--- src/hdl/ppi_mul.sv ---
// shared signed multiplier with registered product
module ppi_mul (
  input  logic               clk_i,
  input  logic signed [32:0] a_i,
  input  logic signed [30:0] b_i,
  output logic signed [63:0] p_o
);

  logic signed [63:0] p_q;

  always_ff @(posedge clk_i) begin
    p_q <= a_i * b_i;
  end

  assign p_o = p_q;

endmodule

--- config.mk ---
export PLATFORM = sky130hd
export DESIGN_NAME = ppi_mul
export DESIGN_NICKNAME = d
export VERILOG_FILES = /design/src/hdl/ppi_mul.sv
export SDC_FILE = /design/constraint.sdc
export NUM_CORES = 2
export LEC_CHECK = 0
export BUFFER_PORTS_ARGS = -buffer_cell sky130_fd_sc_hd__buf_2
export CAP_MARGIN = 20
export CORE_ASPECT_RATIO = 0.7
export CORE_MARGIN = 3
export CORE_UTILIZATION = 45
export CTS_BUF_LIST = sky130_fd_sc_hd__clkbuf_8
export DETAILED_ROUTE_END_ITERATION = 10
export PLACE_DENSITY_LB_ADDON = 0.05
export SLEW_MARGIN = 10
export SYNTH_ARGS = -nofsm -noshare
export SYNTH_HDL_FRONTEND = slang
export SYNTH_SLANG_ARGS = --single-unit
--- constraint.sdc ---
create_clock -name clk_i -period 11.2 [get_ports clk_i]
set_clock_uncertainty 0.1 [all_clocks]
set_input_delay 1.68 -clock clk_i [delete_from_list [all_inputs] [get_ports clk_i]]
set_output_delay 1.68 -clock clk_i [all_outputs]
set_load 0.005 [all_outputs]
==> results by group <==
Clock tree
  • CTS Root Cell: clkbuf_8
  • Total number of H-tree levels: 3
  • CTS Buf Count: 9
  • CTS tree: done
  • Clk sink count: 64
  • Clock Tree Buf Depth: 2
  • CTS clk-pin slew, worst paths: 0.07 ns
  • Post-CTS Setup Inserts: 0
  • Post-CTS Hold Buffers: 0
  • Post-CTS sizing: 0

Setup path
  • CP Class: input port to flip-flop
  • Slowest-stage cell, CP: fa_1
  • Slowest stage delay, CP: 0.80 ns
  • Worst setup path start: b_i[5]
  • Critical path arrival: 9.96 ns
  • Crit path launch type: input port
  • Crit path max-delay family: adder cells
  • Worst-path fanout max: 33
  • CP Capture Type: flip-flop
  • Critical path endpoint: p_o[63]
  • WP data required: 11.41 ns
  • Worst path depth: 28
  • Cell mode on critical path: fa_1
  • Bufs and invs on worst path: 8

Final layout
  • Max FFs per register: 64
  • Share of layout cells above drive strength 1: 0.0508
  • Post-layout net count: 5319
  • Fillers: 7964
  • Area Overhead vs Synth: 4.40%

Synthesis
  • Synth Cell Area: 37700 um2
  • Largest family of logic cells by synthesized area: adder cells
  • Most used DFF post-synth: dfxtp_1
  • Yosys warning count: 0
  • Post-synth top cells: 1076 x fa_1, 1067 x inv_1, 536 x nand2_1
  • Post-synth top area share: 0.571
  • Post-Synthesis Cells: 4032
  • Most frequent cell after synthesis: fa_1
  • Adder-cell share of the synthesized area: 0.633
  • XOR/XNOR share of the synthesized area: 0.0174
  • Net Count, Synth: 5359
  • #FFs+latches synth: 64
  • Avg Inst Size Synth: 9.36 um2
  • Yosys top cell by area: fa_1
  • EDFF count, synth: 0
  • Synth async-reset ratio: 0
  • Compound-Gate Fraction of Synth Area: 0.0356
  • Mux contribution to synthesized area: 0
  • Synth Area in Simple Gates: 0.153
  • Synth cell types: 65
  • Top cells by area, synth: fa_1 57%, inv_1 11%, and2_1 8.2%
  • Fraction of the yosys area taken by sequential cells: 0.0340

Route
  • Via count of the routed design: 25.8k
  • # DRC: 0
  • Starting DRT DRC Count: 1932
  • Vias per inst: 5.03
  • Final antenna-violating net count: 0
  • Routed WL: 115000 um
  • Routed len/inst: 22.4 um
  • DR pass1 iterations: 5

GRT
  • GRT Total Usage: 0.277
  • Largest net degree at the start of global routing: 34
  • Initial antenna violation count: 4
  • First-pass GRT wire length: 179000 um
  • Number of global-route vias before repair: 27.1k
  • Grt total ovfl: 0

STA
  • Hold Violations, Final: 0
  • Final Critical Period: 9.75 ns
  • Slew margin rel.: 0.317
  • Final period utilization: 0.871
  • Final setup fails: 0
  • Setup_tns: 0 ns
  • Max frequency: 0.103 GHz
  • Pins Over Slew Limit: 0
  • Worst-Margin Slew: 1.02 ns
  • RSZ-0062 raised after global routing: no

Floorplanning
  • Core area: 82700 um2
  • Rows: 88
  • Initial core utilization: 0.456
  • IO Pins: 129
  • Die Ht: 248 um
  • Die width: 352 um
  • Die area: 87400 um2

Placement
  • Port bufs: 128
  • GP Congestion: 0.868
  • Hpwl dp: 95100 um

Status
  • Status: completed

Hold path
  • Hold Crit Class: input port to flip-flop

Flow run
  • Max Cap Viol: 0
==> cell usage in the layout, fill, tap and decap left out, drive strengths merged, types with 3 or more instances in the layout <==
master / count
a21oi: 72
a211oi: 9
xor2: 21
o21a: 10
fa: 1076
o21ai: 35
ha: 186
nand2: 537
nand2b: 9
xnor2: 54
clkbuf: 9
a31o: 3
a21o: 27
nor4: 3
buf: 157
a31oi: 7
nor2: 59
o211ai: 4
nor2b: 6
dfxtp: 64
nand3: 10
o31ai: 6
nand4: 14
nor3: 6
inv: 1070
o21bai: 10
and2: 499
and3: 8
clkinv: 4
==> cell families after synthesis <==
group	Yosys count
buffers and inverters	1276
adders and majority gates	1262
and+or+nand+nor	1158
AOI/OAI and AO/OA	197
xor gates and xnor gates	75
DFF	64
==> cell type report <==
type                       instances  area (um2)  area share
multi-input combinational       2692       31600       0.803
timing repair buffer             157         858      0.0218
tap                             1125        1410      0.0357
antenna                            2        5.00    0.000127
clock inverter                     7        65.1     0.00165
inverter                        1068        4010       0.102
clock buffer                       9         124     0.00314
sequential                        64        1280      0.0325
==> per-stage QoR <==
step	cells	hold WS [ns]	util	setup slack (ns)	instance area, um2
after detailed placement	5106	1.96	0.474	1.14	39200
after floorplan	4032	1.82	-	2.18	37700
after global routing	5123	1.76	0.476	0.862	39400
final	5124	1.77	0.476	1.45	39400
after global placement	5106	1.96	0.474	1.20	39200
after CTS	5122	1.74	0.476	1.50	39400
==> layer usage <==
metal	track usage	vias to the layer above	routed length [um]
met5	0	-	0
met4	0.0298	0	1020
met3	0.102	51	14500
met2	0.316	1045	38600
met1	0.480	13400	60900
li1	-	11300	-
==> worst min-delay path by stage <==
stage | startpoint | to | slack, ns | cells after the start
after floorplan | a_i[1] | p_o[1] | 1.82 | 2
after global placement | p_o[53] | p_o[53] | 1.96 | 1
after detailed placement | p_o[37] | p_o[37] | 1.96 | 1
after CTS | a_i[0] | p_o[0] | 1.74 | 2
after global routing | a_i[0] | p_o[0] | 1.76 | 2
final | a_i[0] | p_o[0] | 1.77 | 2
Power is left out: the tool's default activity adds up to more than one toggle a clock period on the data nets, which glitch-free logic cannot reach.
