==> src/hdl/ppi_pkg.sv <==
// shared types, constants and the quarter-wave sine generator of the pose integrator
package ppi_pkg;

  localparam int unsigned VEL_W   = 24;
  localparam int unsigned STEP_W  = 24;
  localparam int unsigned POS_W   = 40;
  localparam int unsigned HEAD_W  = 16;
  localparam int unsigned ANG_W   = 32;
  localparam int unsigned SINE_W  = 17;

  localparam int unsigned STATE_DEPTH = 6;

  localparam logic [POS_W-1:0] POS_RESET = 40'd65536;
  localparam logic [POS_W-1:0] POS_MAX   = {1'b0, {(POS_W-1){1'b1}}};
  localparam logic [POS_W-1:0] POS_MIN   = {1'b1, {(POS_W-1){1'b0}}};

  localparam logic [63:0] HALF_PI_Q30    = 64'h6487ED51;
  localparam logic [29:0] INV_TWO_PI_Q32 = 30'd683565276;

  // denominators of the sine series terms, (2k)(2k+1)
  localparam logic [63:0] TAYLOR_DIV [7] = '{
    64'd6, 64'd20, 64'd42, 64'd72, 64'd110, 64'd156, 64'd210
  };

  // transaction kinds
  typedef enum logic {
    KIND_SET_VEL = 1'b0,
    KIND_STEP    = 1'b1
  } ppi_kind_e;

  // entries of the state memory
  typedef enum logic [2:0] {
    ENT_X  = 3'd0,
    ENT_Y  = 3'd1,
    ENT_H  = 3'd2,
    ENT_VX = 3'd3,
    ENT_VY = 3'd4,
    ENT_WR = 3'd5
  } ppi_entry_e;

  typedef struct packed {
    ppi_entry_e       raddr;
    logic             we;
    ppi_entry_e       waddr;
    logic [POS_W-1:0] wdata;
  } mem_req_t;

  // sin(idx / 2^bits * pi/2) in Q1.16 from a Q30 series, rounded half up
  function automatic logic [SINE_W-1:0] sine_entry(input int unsigned idx,
                                                   input int unsigned bits);
    logic [63:0] x;
    logic [63:0] x2;
    logic [63:0] term;
    longint      sum;
    logic [63:0] r;
    x    = (HALF_PI_Q30 * 64'(idx)) >> bits;
    x2   = (x * x) >> 30;
    term = x;
    sum  = longint'(x);
    for (int k = 1; k <= 7; k++) begin
      term = ((term * x2) >> 30) / TAYLOR_DIV[k-1];
      if ((k & 1) == 1) begin
        sum = sum - longint'(term);
      end else begin
        sum = sum + longint'(term);
      end
    end
    if (sum < 0) begin
      sum = 0;
    end
    r = (64'(sum) + 64'd8192) >> 14;
    if (r > 64'd65536) begin
      r = 64'd65536;
    end
    return r[SINE_W-1:0];
  endfunction

endpackage

==> src/hdl/ppi_state_mem.sv <==
// pose and velocity state memory: one write port, one registered read port
module ppi_state_mem (
  input  logic                        clk_i,
  input  logic                        rst_ni,
  input  ppi_pkg::mem_req_t           req_i,
  output logic [ppi_pkg::POS_W-1:0]   rdata_o
);

  logic [ppi_pkg::POS_W-1:0]       mem_q [ppi_pkg::STATE_DEPTH];
  logic [ppi_pkg::STATE_DEPTH-1:0] vld_q;
  logic [ppi_pkg::POS_W-1:0]       rdata_q;
  logic [ppi_pkg::POS_W-1:0]       reset_word;

  // unwritten entries read as their reset value
  always_comb begin
    unique case (req_i.raddr)
      ppi_pkg::ENT_X, ppi_pkg::ENT_Y: reset_word = ppi_pkg::POS_RESET;
      default:                        reset_word = '0;
    endcase
  end

  always_ff @(posedge clk_i) begin
    if (req_i.we) begin
      mem_q[req_i.waddr] <= req_i.wdata;
    end
    rdata_q <= vld_q[req_i.raddr] ? mem_q[req_i.raddr] : reset_word;
  end

  always_ff @(posedge clk_i or negedge rst_ni) begin
    if (!rst_ni) begin
      vld_q <= '0;
    end else if (req_i.we) begin
      vld_q[req_i.waddr] <= 1'b1;
    end
  end

  assign rdata_o = rdata_q;

endmodule

==> config.mk <==
export PLATFORM = sky130hd
export DESIGN_NAME = ppi_state_mem
export DESIGN_NICKNAME = d
export VERILOG_FILES = /design/src/hdl/ppi_pkg.sv /design/src/hdl/ppi_state_mem.sv
export SDC_FILE = /design/constraint.sdc
export NUM_CORES = 1
export LEC_CHECK = 0
export BUFFER_PORTS_ARGS = -buffer_cell sky130_fd_sc_hd__buf_2
export CAP_MARGIN = 20
export CORE_ASPECT_RATIO = 1.25
export CORE_MARGIN = 2
export CORE_UTILIZATION = 59
export DETAILED_ROUTE_END_ITERATION = 12
export GPL_TIMING_DRIVEN = 0
export PLACE_DENSITY = 0.79
export SLEW_MARGIN = 20
export SYNTH_ARGS = -nofsm -noshare
export SYNTH_HDL_FRONTEND = slang
export SYNTH_SLANG_ARGS = --single-unit
==> constraint.sdc <==
create_clock -name clk_i -period 1.7 [get_ports clk_i]
set_input_delay 0.085 -clock clk_i [delete_from_list [all_inputs] [get_ports clk_i]]
set_output_delay 0.085 -clock clk_i [all_outputs]
set_load 0.05 [all_outputs]
==> summary.md, run 1 <==
| Metric | Value |
|---|---|
| Hold Violations, Final | `0` |
| First-pass detailed-route iteration total | `5` |
| # rows | `53` |
| Worst-Skew Late Latency | `0.52 ns` |
| Num CTS Buffers | `25` |
| CTS tree | `yes` |
| CTS sink cnt | `286` |
| RSZ-0062 raised after global routing | `false` |
| Reg2Reg Setup Slack | `0.06 ns` |
| Cell count after synthesis | `495` |
| Pint | `0.0114 W` |
| # port buffers | `85` |
| Clock skew | `0.00716 ns` |
| Crit path arrival time | `1.99 ns` |
| Switching power | `0.00336 W` |
| Placed instance count | `814` |
| Post-Layout Cell Count | `902` |
| Root Buffer | `clkbuf_16` |
| Max cap viols | `0` |
| Period minus WS final | `1.64 ns` |
| Vias in the first global route | `5642` |
| Post-synth top flop | `edfxtp_1` |
| CTS resizes | `0` |
| Synth cell count leaders | `240 x edfxtp_1, 44 x nor2_1, 41 x mux4_2` |
| Ys Warns | `0` |
| Maximum vdd ir drop | `0.00101 V` |
| Ranking of synthesized cells by area | `edfxtp_1 70%, mux4_2 9.0%, dfxtp_1 7.8%` |
| Vias per cell | `5.86` |
| Pwr Total | `0.0148 W` |
| Share of layout cells above drive strength 1 | `30.9%` |
| Critical path required time | `2.05 ns` |
| H-tree Lvls | `1` |
| Area leader, netlist | `edfxtp_1` |
| Least-Margin Pin Slew | `0.758 ns` |
| Post-DRT Antenna Nets | `0` |
| CTS max path bufs | `3` |
| Maximum achievable frequency | `0.610 GHz` |
| Inserted Diodes | `0` |
| Area growth syn-to-layout | `22.0%` |
| First-pass GRT wire length | `31000 microns` |
| Clock slew at reported path FFs | `0.07 ns` |
| Netlist cell types | `19` |
| Share of the synthesized area in the top cell type | `70.3%` |
| Final setup fails | `0` |
| Initial antenna violation count | `0` |
| Post-synthesis cell area | `10300 sq um` |
| Die area | `18500 sq um` |
| Sequential Power Share | `54.2%` |
| Slew headroom | `49.3%` |
| Die height | `151 microns` |
| Drt drc | `0` |
| Clock power share | `36.1%` |
| Status | `completed` |
| Largest net degree at the start of global routing | `18` |
| Most frequent cell after synthesis | `edfxtp_1` |
| Synth Area per Inst | `20.7 sq um` |
| Crit Path Class | `flop to flop` |
| Final wirelength | `20400 microns` |
| Max FO, Critical Path | `10` |
| GRT Residual Overflow | `0` |
| Comb power frac | `9.7%` |
| Detailed Route Iter0 Violations | `468` |
| Core area | `16900 sq um` |
| Vias | `5284` |
| Slew Limit Fails | `0` |
| Total global-route track usage | `23.0%` |
| Min-delay worst type | `input port to flop` |
| Nets | `712` |
| Sw Ratio | `22.7%` |
| Initial Util | `60.7%` |
| GPL Wtd Cong | `0.720` |
| Wirelength per Cell | `22.6 microns` |
| Sequential area share after synthesis | `79.5%` |
| Pwr dens | `1180 nW/um^2` |
| Final period util | `96.4%` |
| Flops & latches, synth | `286` |
| Critical path capture point type | `flop` |
| Worst setup SP type | `flop` |
| Leak pwr | `4.39 nW` |
| HPWL after DPL | `12200 microns` |
| Post-synth ARST share | `2.10%` |
| Syn_nets | `544` |
| Top Ports | `89` |
| Post-synth EDFFs | `240` |
| Chip width | `122 microns` |
[per-stage QoR]
stage          hold slack [ns]  util [%]  setup TNS (ns)  setup WS, ns  area (sq um)
6_report                0.0411      74.0               0        0.0607         12500
5_1_grt                 0.0456      74.0               0        0.0184         12500
4_1_cts                 0.0321      74.0               0        0.0671         12500
3_5_place_dp           -0.0866      66.9         -0.0427       -0.0289         11300
3_3_place_gp           -0.0926      65.0         -258.86         -1.14         11000
2_1_floorplan           -0.211         -           -4.97       -0.0448         10300
[cell type report]
class / instances / area (sq um)
clock buffers: 38 / 704
fillers: 956 / 4400
well taps: 220 / 275
repair buffers: 141 / 1150
clock inverters: 8 / 66.3
plain buffers: 27 / 170
multi-input cells: 181 / 1980
flip-flops and latches: 286 / 8160
inverters: 1 / 3.75
[path summary, 6_finish.rpt]
check,startpoint,endpoint,cells past startpoint
max in group asynchronous,rst_ni,vld_q[5],3
worst max register to register,vld_q[0],rdata_o[39],4
worst min register to register,vld_q[5],vld_q[5],1
worst min-delay path,req_i[42],mem_q[0][22],2
worst max-delay path,vld_q[0],rdata_o[39],4
min in group asynchronous,rst_ni,vld_q[1],3
[cell families after synthesis]
kind of cell | count (synthesis) | synth area share, %
flip-flops | 286 | 79.5
multiplexers | 85 | 13.5
AND/OR/NAND/NOR | 56 | 2.29
AO/OA/AOI/OAI | 40 | 3.01
buffers and inverters | 28 | 1.70
[timing repair]
item                                   4_1_cts  5_1_grt
buffers inserted                             0        0
hold buffers                                42        0
endpoints found under the hold margin      246        0
[power groups by stage]
stage / logic, W / registers [W] / clock network, W
after floorplan: 0.000474 / 0.00859 / 0
after global placement: 0.00128 / 0.00814 / 0
after detailed placement: 0.00137 / 0.00816 / 0
after CTS: 0.00145 / 0.00801 / 0.00540
after global routing: 0.00152 / 0.00803 / 0.00564
final: 0.00144 / 0.00801 / 0.00534
[critical path, stage by stage, from the launching register on]
cell and delay [ns]:
dfrtp_1 0.39, mux4_2 0.50, mux2i_4 0.28, buf_6 0.22
a211oi_1 0.08
[metal layers]
metal / GRT usage [%] / share of wire, % / vias to the layer above / wire length (microns)
li1: - / - / 2335 / -
met4: 7.30 / 1.7 / 0 / 342
met5: 0 / 0 / - / 0
met3: 3.20 / 6.3 / 28 / 1270
met2: 41.1 / 54 / 217 / 10900
met1: 29.4 / 38 / 2704 / 7800
[state kept, by name, summed over array words and instances (netlist names)]
signal   flops
rdata_o     40
mem_q      240
vld_q        6
[layout by cell type, fill, tap and decap left out, types with 8 or more instances in the layout]
| cell | n |
|---|---|
| buf_16 | 8 |
| a211oi_1 | 39 |
| nor2_1 | 40 |
| dlygate4sd3_1 | 42 |
| mux2i_1 | 40 |
| clkbuf_1 | 18 |
| buf_6 | 8 |
| mux4_2 | 41 |
| buf_2 | 95 |
| clkbuf_16 | 25 |
| dfxtp_1 | 40 |
| edfxtp_1 | 240 |
Note: power is estimated with default switching activity, not from simulation.
==> run 2: changes to the inputs <==
--- a/config.mk
+++ b/config.mk
@@ -5,6 +5,7 @@
 export SDC_FILE = /design/constraint.sdc
 export NUM_CORES = 1
 export LEC_CHECK = 0
+export ABC_AREA = 1
 export BUFFER_PORTS_ARGS = -buffer_cell sky130_fd_sc_hd__buf_2
 export CAP_MARGIN = 20
 export CORE_ASPECT_RATIO = 1.25
==> run 2 against run 1 <==
Net effect:
- non-clock buffer count grew 18
- power grew 3.1%
- die area grew 7.1%
- final area grew 6.4%
- sequential power shrank 0.9%
- register-to-register slack gained 0.25 ns
- maximum frequency grew 18%
- flip-flop and latch count is the same
- wire length grew 22%
- clock power grew 10%
- critical path type unchanged
- critical endpoint is now rdata_o[7]
- largest power group unchanged
==> summary.md, run 2 <==
| Metric | Value |
|---|---|
| Metal3 WL | `2110 microns (+66%)` |
| Clock power share | `38.6% (+2.5 points)` |
| Fin Setup TNS | `0 ns (unchanged)` |
| # rows | `55 (+3.8%)` |
| Slew headroom | `45.0% (-4.3 points)` |
| Sequential Power Share | `52.1% (-2.1 points)` |
| Metal2 WL | `12700 microns (+16%)` |
| Top reg by flops | `mem_q` |
| Vias per cell | `5.39 (-7.9%)` |
| Top Ports | `89 (unchanged)` |
| GPL Wtd Cong | `0.773 (+7.3%)` |
| Worst-Skew Late Latency | `0.54 ns (+0.02 ns)` |
| Num CTS Buffers | `27 (+8.0%)` |
| Final setup fails | `0 (unchanged)` |
| Post-DRT Antenna Nets | `0 (unchanged)` |
| First-pass GRT wire length | `37900 microns (+22%)` |
| Die area | `19800 sq um (+7.1%)` |
| Sequential area share after synthesis | `74.1% (-5.4 points)` |
| Max FO, Critical Path | `10 (unchanged)` |
| Post-synthesis cell area | `11000 sq um (+7.3%)` |
| Synth cell count leaders | `299 x nand2_1, 240 x edfxtp_1, 115 x nor2_1` |
| Detailed Route Iter0 Violations | `867 (+85%)` |
| Clock slew at reported path FFs | `0.06 ns (about the same)` |
| Post-synth EDFFs | `240 (unchanged)` |
| Hold path cells | `3 (+1)` |
| FF-to-FF path depth | `10 (+6)` |
| Pwr dens | `1150 nW/um^2 (-3.1%)` |
| Maximum achievable frequency | `0.721 GHz (+18%)` |
| Drt drc | `0 (unchanged)` |
| Core area | `18200 sq um (+7.4%)` |
| Pint | `0.0117 W (+2.5%)` |
| # port buffers | `86 (+1.2%)` |
| Root Buffer | `clkbuf_16` |
| Chip width | `126 microns (+3.5%)` |
| Clock skew | `0.0155 ns (+0.00839 ns)` |
| Switching power | `0.00354 W (+5.2%)` |
| CTS sink cnt | `286 (unchanged)` |
| Sw Ratio | `23.2% (+0.46 points)` |
| Largest net degree at the start of global routing | `23 (+5)` |
| Total global-route track usage | `24.9% (+1.9 points)` |
| Netlist cell types | `20 (+1)` |
| Ys Warns | `0 (unchanged)` |
| Slew Limit Fails | `0 (unchanged)` |
| Leak pwr | `5.57 nW (+27%)` |
| Maximum vdd ir drop | `0.000906 V (-10%)` |
| Final period util | `81.6% (-15 points)` |
| GRT Residual Overflow | `0 (unchanged)` |
| Min-delay worst type | `input port to flop` |
| Vias in the first global route | `7432 (+32%)` |
| Critical path capture point type | `flop` |
| Max cap viols | `0 (unchanged)` |
| Crit Path Class | `flop to flop` |
| First-pass detailed-route iteration total | `6 (+1)` |
| CTS tree | `yes` |
| Final hold slack | `0.0344 ns (-0.00673 ns)` |
| Share of the synthesized area in the top cell type | `65.5% (-4.8 points)` |
| Most frequent cells in the layout | `299 x nand2_1, 240 x edfxtp_1, 109 x nor2_1` |
| Share of layout cells above drive strength 1 | `15.8% (-15 points)` |
| Area growth syn-to-layout | `21.0%` |
| M1 wire length | `9270 microns (+19%)` |
| Initial Util | `60.6% (-0.066 points)` |
| Cell count after synthesis | `977 (+97%)` |
| Post-CTS Setup Inserts | `0 (unchanged)` |
| Area leader, netlist | `edfxtp_1` |
| Synth Area per Inst | `11.3 sq um (-46%)` |
| Ranking of synthesized cells by area | `edfxtp_1 65%, nand2_1 10%, dfxtp_1 7.3%` |
| Wirelength per Cell | `17.9 microns (-21%)` |
| Period minus WS final | `1.39 ns (-0.252 ns)` |
| Status | `completed` |
| Max FFs per register | `240 (unchanged)` |
| Die height | `157 microns (+3.5%)` |
| Nets | `1193 (+68%)` |
| Initial antenna violation count | `0 (unchanged)` |
| Syn_nets | `1026 (+89%)` |
| DR top layer | `met4` |
| Post-synth ARST share | `2.10% (unchanged)` |
| Crit path arrival time | `1.80 ns (-0.19 ns)` |
| RSZ-0062 raised after global routing | `false` |
| Post-synth top flop | `edfxtp_1` |
| Comb power frac | `9.3% (-0.4 points)` |
| Hold Violations, Final | `0 (unchanged)` |
| Most common cell after layout, fill and taps aside | `nand2_1` |
| Most frequent cell after synthesis | `nand2_1` |
| Final wirelength | `24900 microns (+22%)` |
| Flops & latches, synth | `286 (unchanged)` |
| HPWL after DPL | `15100 microns (+24%)` |
| Least-Margin Pin Slew | `0.823 ns (+0.0654 ns)` |
| Vias | `7514 (+42%)` |
| Worst setup SP type | `flop` |
| Inserted Diodes | `0 (unchanged)` |
| Critical path required time | `2.11 ns (+0.06 ns)` |
| CTS max path bufs | `3 (unchanged)` |
| H-tree Lvls | `1 (unchanged)` |
==> run 2: metal layers <==
layer / vias up / GRT usage, %
met5: - / 0
met4: 0 / 11.7
met3: 70 / 3.93
met2: 398 / 42.8
met1: 3511 / 31.4
li1: 3535 / -
==> run 2: layout make-up <==
class	instances	area [sq um]
Clock buffer	40	764
Clock inverter	10	108
Multi-Input combinational cell	553	2310
Buffer	48	244
Sequential cell	286	8160
Inverter	90	338
Timing Repair Buffer	138	1110
Fill cell	1166	4850
Tap cell	228	285
==> run 2: what timing repair did <==
| item | 4_1_cts | 5_1_grt |
|---|---|---|
| endpoints found under the hold margin | 246 | 0 |
| resized for setup | 0 | 0 |
| hold buffers | 42 | 0 |
==> run 2: worst paths after layout <==
check | slack, ns | end | startpoint
setup / recovery | 0.31 | rdata_o[7] | vld_q[3]
hold / removal | 0.03 | vld_q[4] | req_i[42]
setup reg to reg | 0.31 | rdata_o[7] | vld_q[3]
hold reg to reg | 0.48 | vld_q[3] | vld_q[3]
max in group asynchronous | 0.91 | vld_q[1] | rst_ni
min in group asynchronous | 0.55 | vld_q[2] | rst_ni
==> run 2: power groups by stage <==
stage	Combinational (W)	Sequential [W]	Clock, W
2_1_floorplan	0.000546	0.00839	0
3_3_place_gp	0.00124	0.00809	0
3_5_place_dp	0.00132	0.00809	0
4_1_cts	0.00141	0.00794	0.00588
5_1_grt	0.00152	0.00796	0.00619
6_report	0.00142	0.00794	0.00589
==> run 2: metrics by stage <==
stage | setup WS [ns] | std cells | utilization (%) | cell area [sq um] | total power [W]
6_report | 0.313 | 1393 | 73.3 | 13300 | 0.0153
5_1_grt | 0.169 | 1393 | 73.3 | 13300 | 0.0157
4_1_cts | 0.334 | 1393 | 73.3 | 13300 | 0.0152
3_5_place_dp | -0.0727 | 1301 | 66.2 | 12000 | 0.00941
3_3_place_gp | -1.10 | 1291 | 64.6 | 11700 | 0.00933
2_1_floorplan | -0.0711 | 977 | - | 11000 | 0.00893
==> run 2: worst max-delay path, cell delays in order, from the launching register on <==
cell and delay, ns:
dfrtp_1 0.36, inv_1 0.07, nand2_1 0.05, nand3_1 0.10, nand2_1 0.06, nand2_1 0.05
nand2_1 0.08, inv_2 0.08, buf_6 0.17, buf_6 0.19, nor2_2 0.04
==> run 2: logic make-up after synthesis <==
family	Yosys count	share of synthesized area (%)
AOI/OAI and AO/OA	83	3.77
buffers and inverters	138	5.29
DFF	286	74.1
and+or+nand+nor	470	16.8
==> run 3: changes to the inputs <==
--- a/config.mk
+++ b/config.mk
@@ -5,7 +5,7 @@
 export SDC_FILE = /design/constraint.sdc
 export NUM_CORES = 1
 export LEC_CHECK = 0
-export ABC_AREA = 1
+export ABC_AREA = 0
 export BUFFER_PORTS_ARGS = -buffer_cell sky130_fd_sc_hd__buf_2
 export CAP_MARGIN = 20
 export CORE_ASPECT_RATIO = 1.25
==> constraint.sdc (replaced) <==
create_clock -name clk_i -period 1.3 [get_ports clk_i]
set_input_delay 0.065 -clock clk_i [delete_from_list [all_inputs] [get_ports clk_i]]
set_output_delay 0.065 -clock clk_i [all_outputs]
set_load 0.05 [all_outputs]
==> run 3 against run 2 <==
Net effect:
- register-to-register slack got worse by 0.63 ns
- the flow now finishes with violations (negative setup slack)
- highest routed layer unchanged
- sequential share of layout area is 2.0 points higher
- die area is 6.6% lower
- global-route usage shrank 1.2 points
- clock power increased by 22%
- core utilization is 2.9 points higher
- sequential power rose by 32%
==> summary.md, run 3 (same netlist as run 1, synthesis figures left out) <==
| Metric | Value |
|---|---|
| Status | `finished, violations left` |
| Failing checks | `negative setup slack` |
| # rows | `53 (-3.6%)` |
| Fin Setup TNS | `-11.13 ns (-11.13 ns)` |
| Area growth syn-to-layout | `25.7%` |
| Nets | `719 (-40%)` |
| Metal3 WL | `1400 microns (-34%)` |
| Pwr dens | `1530 nW/um^2 (+34%)` |
| Clock skew | `0.0140 ns (-0.00152 ns)` |
| Inserted Diodes | `0 (unchanged)` |
| Slew Limit Fails | `0 (unchanged)` |
| Chip width | `122 microns (-3.4%)` |
| Vias | `5352 (-29%)` |
| GRT Residual Overflow | `0 (unchanged)` |
| GPL Wtd Cong | `0.727 (-6.0%)` |
| CTS max path bufs | `3 (unchanged)` |
| M1 wire length | `7870 microns (-15%)` |
| Die height | `151 microns (-3.4%)` |
| Max cap viols | `0 (unchanged)` |
| Initial antenna violation count | `0 (unchanged)` |
| Detailed Route Iter0 Violations | `620 (-28%)` |
| Crit path arrival time | `1.98 ns (+0.18 ns)` |
| Critical path required time | `1.66 ns (-0.45 ns)` |
| Hold Violations, Final | `0 (unchanged)` |
| Leak pwr | `4.51 nW (-19%)` |
| Least-Margin Pin Slew | `0.851 ns (+0.0275 ns)` |
| Vias per cell | `5.88 (+9.0%)` |
| Maximum achievable frequency | `0.617 GHz (-14%)` |
| Max FFs per register | `240 (unchanged)` |
| Top Ports | `89 (unchanged)` |
| CTS sink cnt | `286 (unchanged)` |
| HPWL after DPL | `12600 microns (-17%)` |
| Root Buffer | `clkbuf_16` |
| H-tree Lvls | `1 (unchanged)` |
| Vias in the first global route | `5796 (-22%)` |
| Pwr Total | `0.0197 W (+29%)` |
| Final hold slack | `0.0519 ns (+0.0175 ns)` |
| Initial Util | `60.7% (+0.066 points)` |
| First-pass detailed-route iteration total | `5 (-1)` |
| Seq. cell area | `8160 sq um (unchanged)` |
| Footprint of the multi-input gates | `2220 sq um (-4.1%)` |
| Crit Path Class | `flop to flop` |
| First-pass GRT wire length | `32100 microns (-15%)` |
| Max FO, Critical Path | `10 (unchanged)` |
| Final setup fails | `40 (+40)` |
| Worst setup SP type | `flop` |
| DR top layer | `met4` |
| Share of layout cells above drive strength 1 | `37.5% (+22 points)` |
| Final period util | `125% (+43 points)` |
| Most frequent cells in the layout | `240 x edfxtp_1, 95 x buf_2, 42 x dlygate4sd3_1` |
| Most common cell after layout, fill and taps aside | `edfxtp_1` |
| CTS tree | `yes` |
| Largest net degree at the start of global routing | `19 (-17%)` |
| Drt drc | `0 (unchanged)` |
| Post-DRT Antenna Nets | `0 (unchanged)` |
| Die area | `18500 sq um (-6.6%)` |
| Layout fillers | `902 (-23%)` |
| Wirelength per Cell | `23.1 microns (+29%)` |
| Clock slew at reported path FFs | `0.06 ns (about the same)` |
| Num CTS Buffers | `26 (-3.7%)` |
| Critical path capture point type | `flop` |
| Period minus WS final | `1.62 ns (+0.235 ns)` |
| Metal2 WL | `11200 microns (-12%)` |
| Slew headroom | `43.3% (-1.7 points)` |
| Top reg by flops | `mem_q` |
| Final wirelength | `21000 microns (-16%)` |
| Final worst slack | `-0.322 ns (-0.635 ns)` |
| RSZ-0062 raised after global routing | `true` |
| # port buffers | `85 (-1.2%)` |
| Core area | `16900 sq um (-6.9%)` |
| Total global-route track usage | `23.8% (-1.2 points)` |
| Min-delay worst type | `input port to flop` |
| Maximum vdd ir drop | `0.00118 V (+31%)` |
| Worst-Skew Late Latency | `0.53 ns (about the same)` |
-- run 3: repair_timing --
action | in CTS | in global routing
gates cloned | 1 | 0
pin swaps | 1 | 0
hold endpoints to repair | 246 | 0
resized for setup | 10 | 0
endpoints found under the setup margin | 50 | 40
hold buffers | 42 | 0
setup buffers | 5 | 1
-- run 3: power breakdown --
group,internal [W],switching [W],leakage (nW)
registers,0.0104,0.000117,2.57
clock network,0.00415,0.00306,0.390
logic,0.000734,0.00133,1.55
-- run 3: cell type report --
type / instances / area share, %
Sequential cell: 286 / 63.3
Multi-Input combinational cell: 181 / 17.2
Timing Repair Buffer: 147 / 9.57
Buffer: 27 / 1.51
Inverter: 1 / 0.0291
Tap cell: 220 / 2.14
Clock buffer: 42 / 5.83
Clock inverter: 6 / 0.437
-- run 3: per-layer routing --
metal | GRT usage (%) | vias to the layer above
met3 | 3.77 | 43
met4 | 8.33 | 0
met1 | 30.1 | 2716
met5 | 0 | -
met2 | 41.9 | 250
li1 | - | 2343
-- run 3: worst paths after layout --
path / start / to / slack, ns / cells past startpoint
worst max-delay path: vld_q[3] / rdata_o[18] / -0.32 / 5
worst min-delay path: req_i[42] / mem_q[1][15] / 0.05 / 2
worst max register to register: vld_q[3] / rdata_o[18] / -0.32 / 5
worst min register to register: vld_q[3] / vld_q[3] / 0.47 / 1
max in group asynchronous: rst_ni / vld_q[5] / 0.57 / 3
min in group asynchronous: rst_ni / vld_q[0] / 0.51 / 3
-- run 3: worst max-delay path, cell delays in order (launching register included) --
cell      delay, ns
dfrtp_1        0.37
mux4_2         0.51
mux2i_4        0.19
buf_6          0.17
buf_12         0.16
a211oi_2       0.05
-- run 3: per-stage QoR --
step                      cell area, sq um  utilization (%)  setup WS, ns  std cells
final                                12900             76.2        -0.322        910
after global routing                 12900             76.2        -0.370        910
after CTS                            12900             76.4        -0.336        910
after detailed placement             11600             68.5        -0.659        814
after global placement               11200             66.5         -1.36        800
after floorplan                      10500                -        -0.372        495
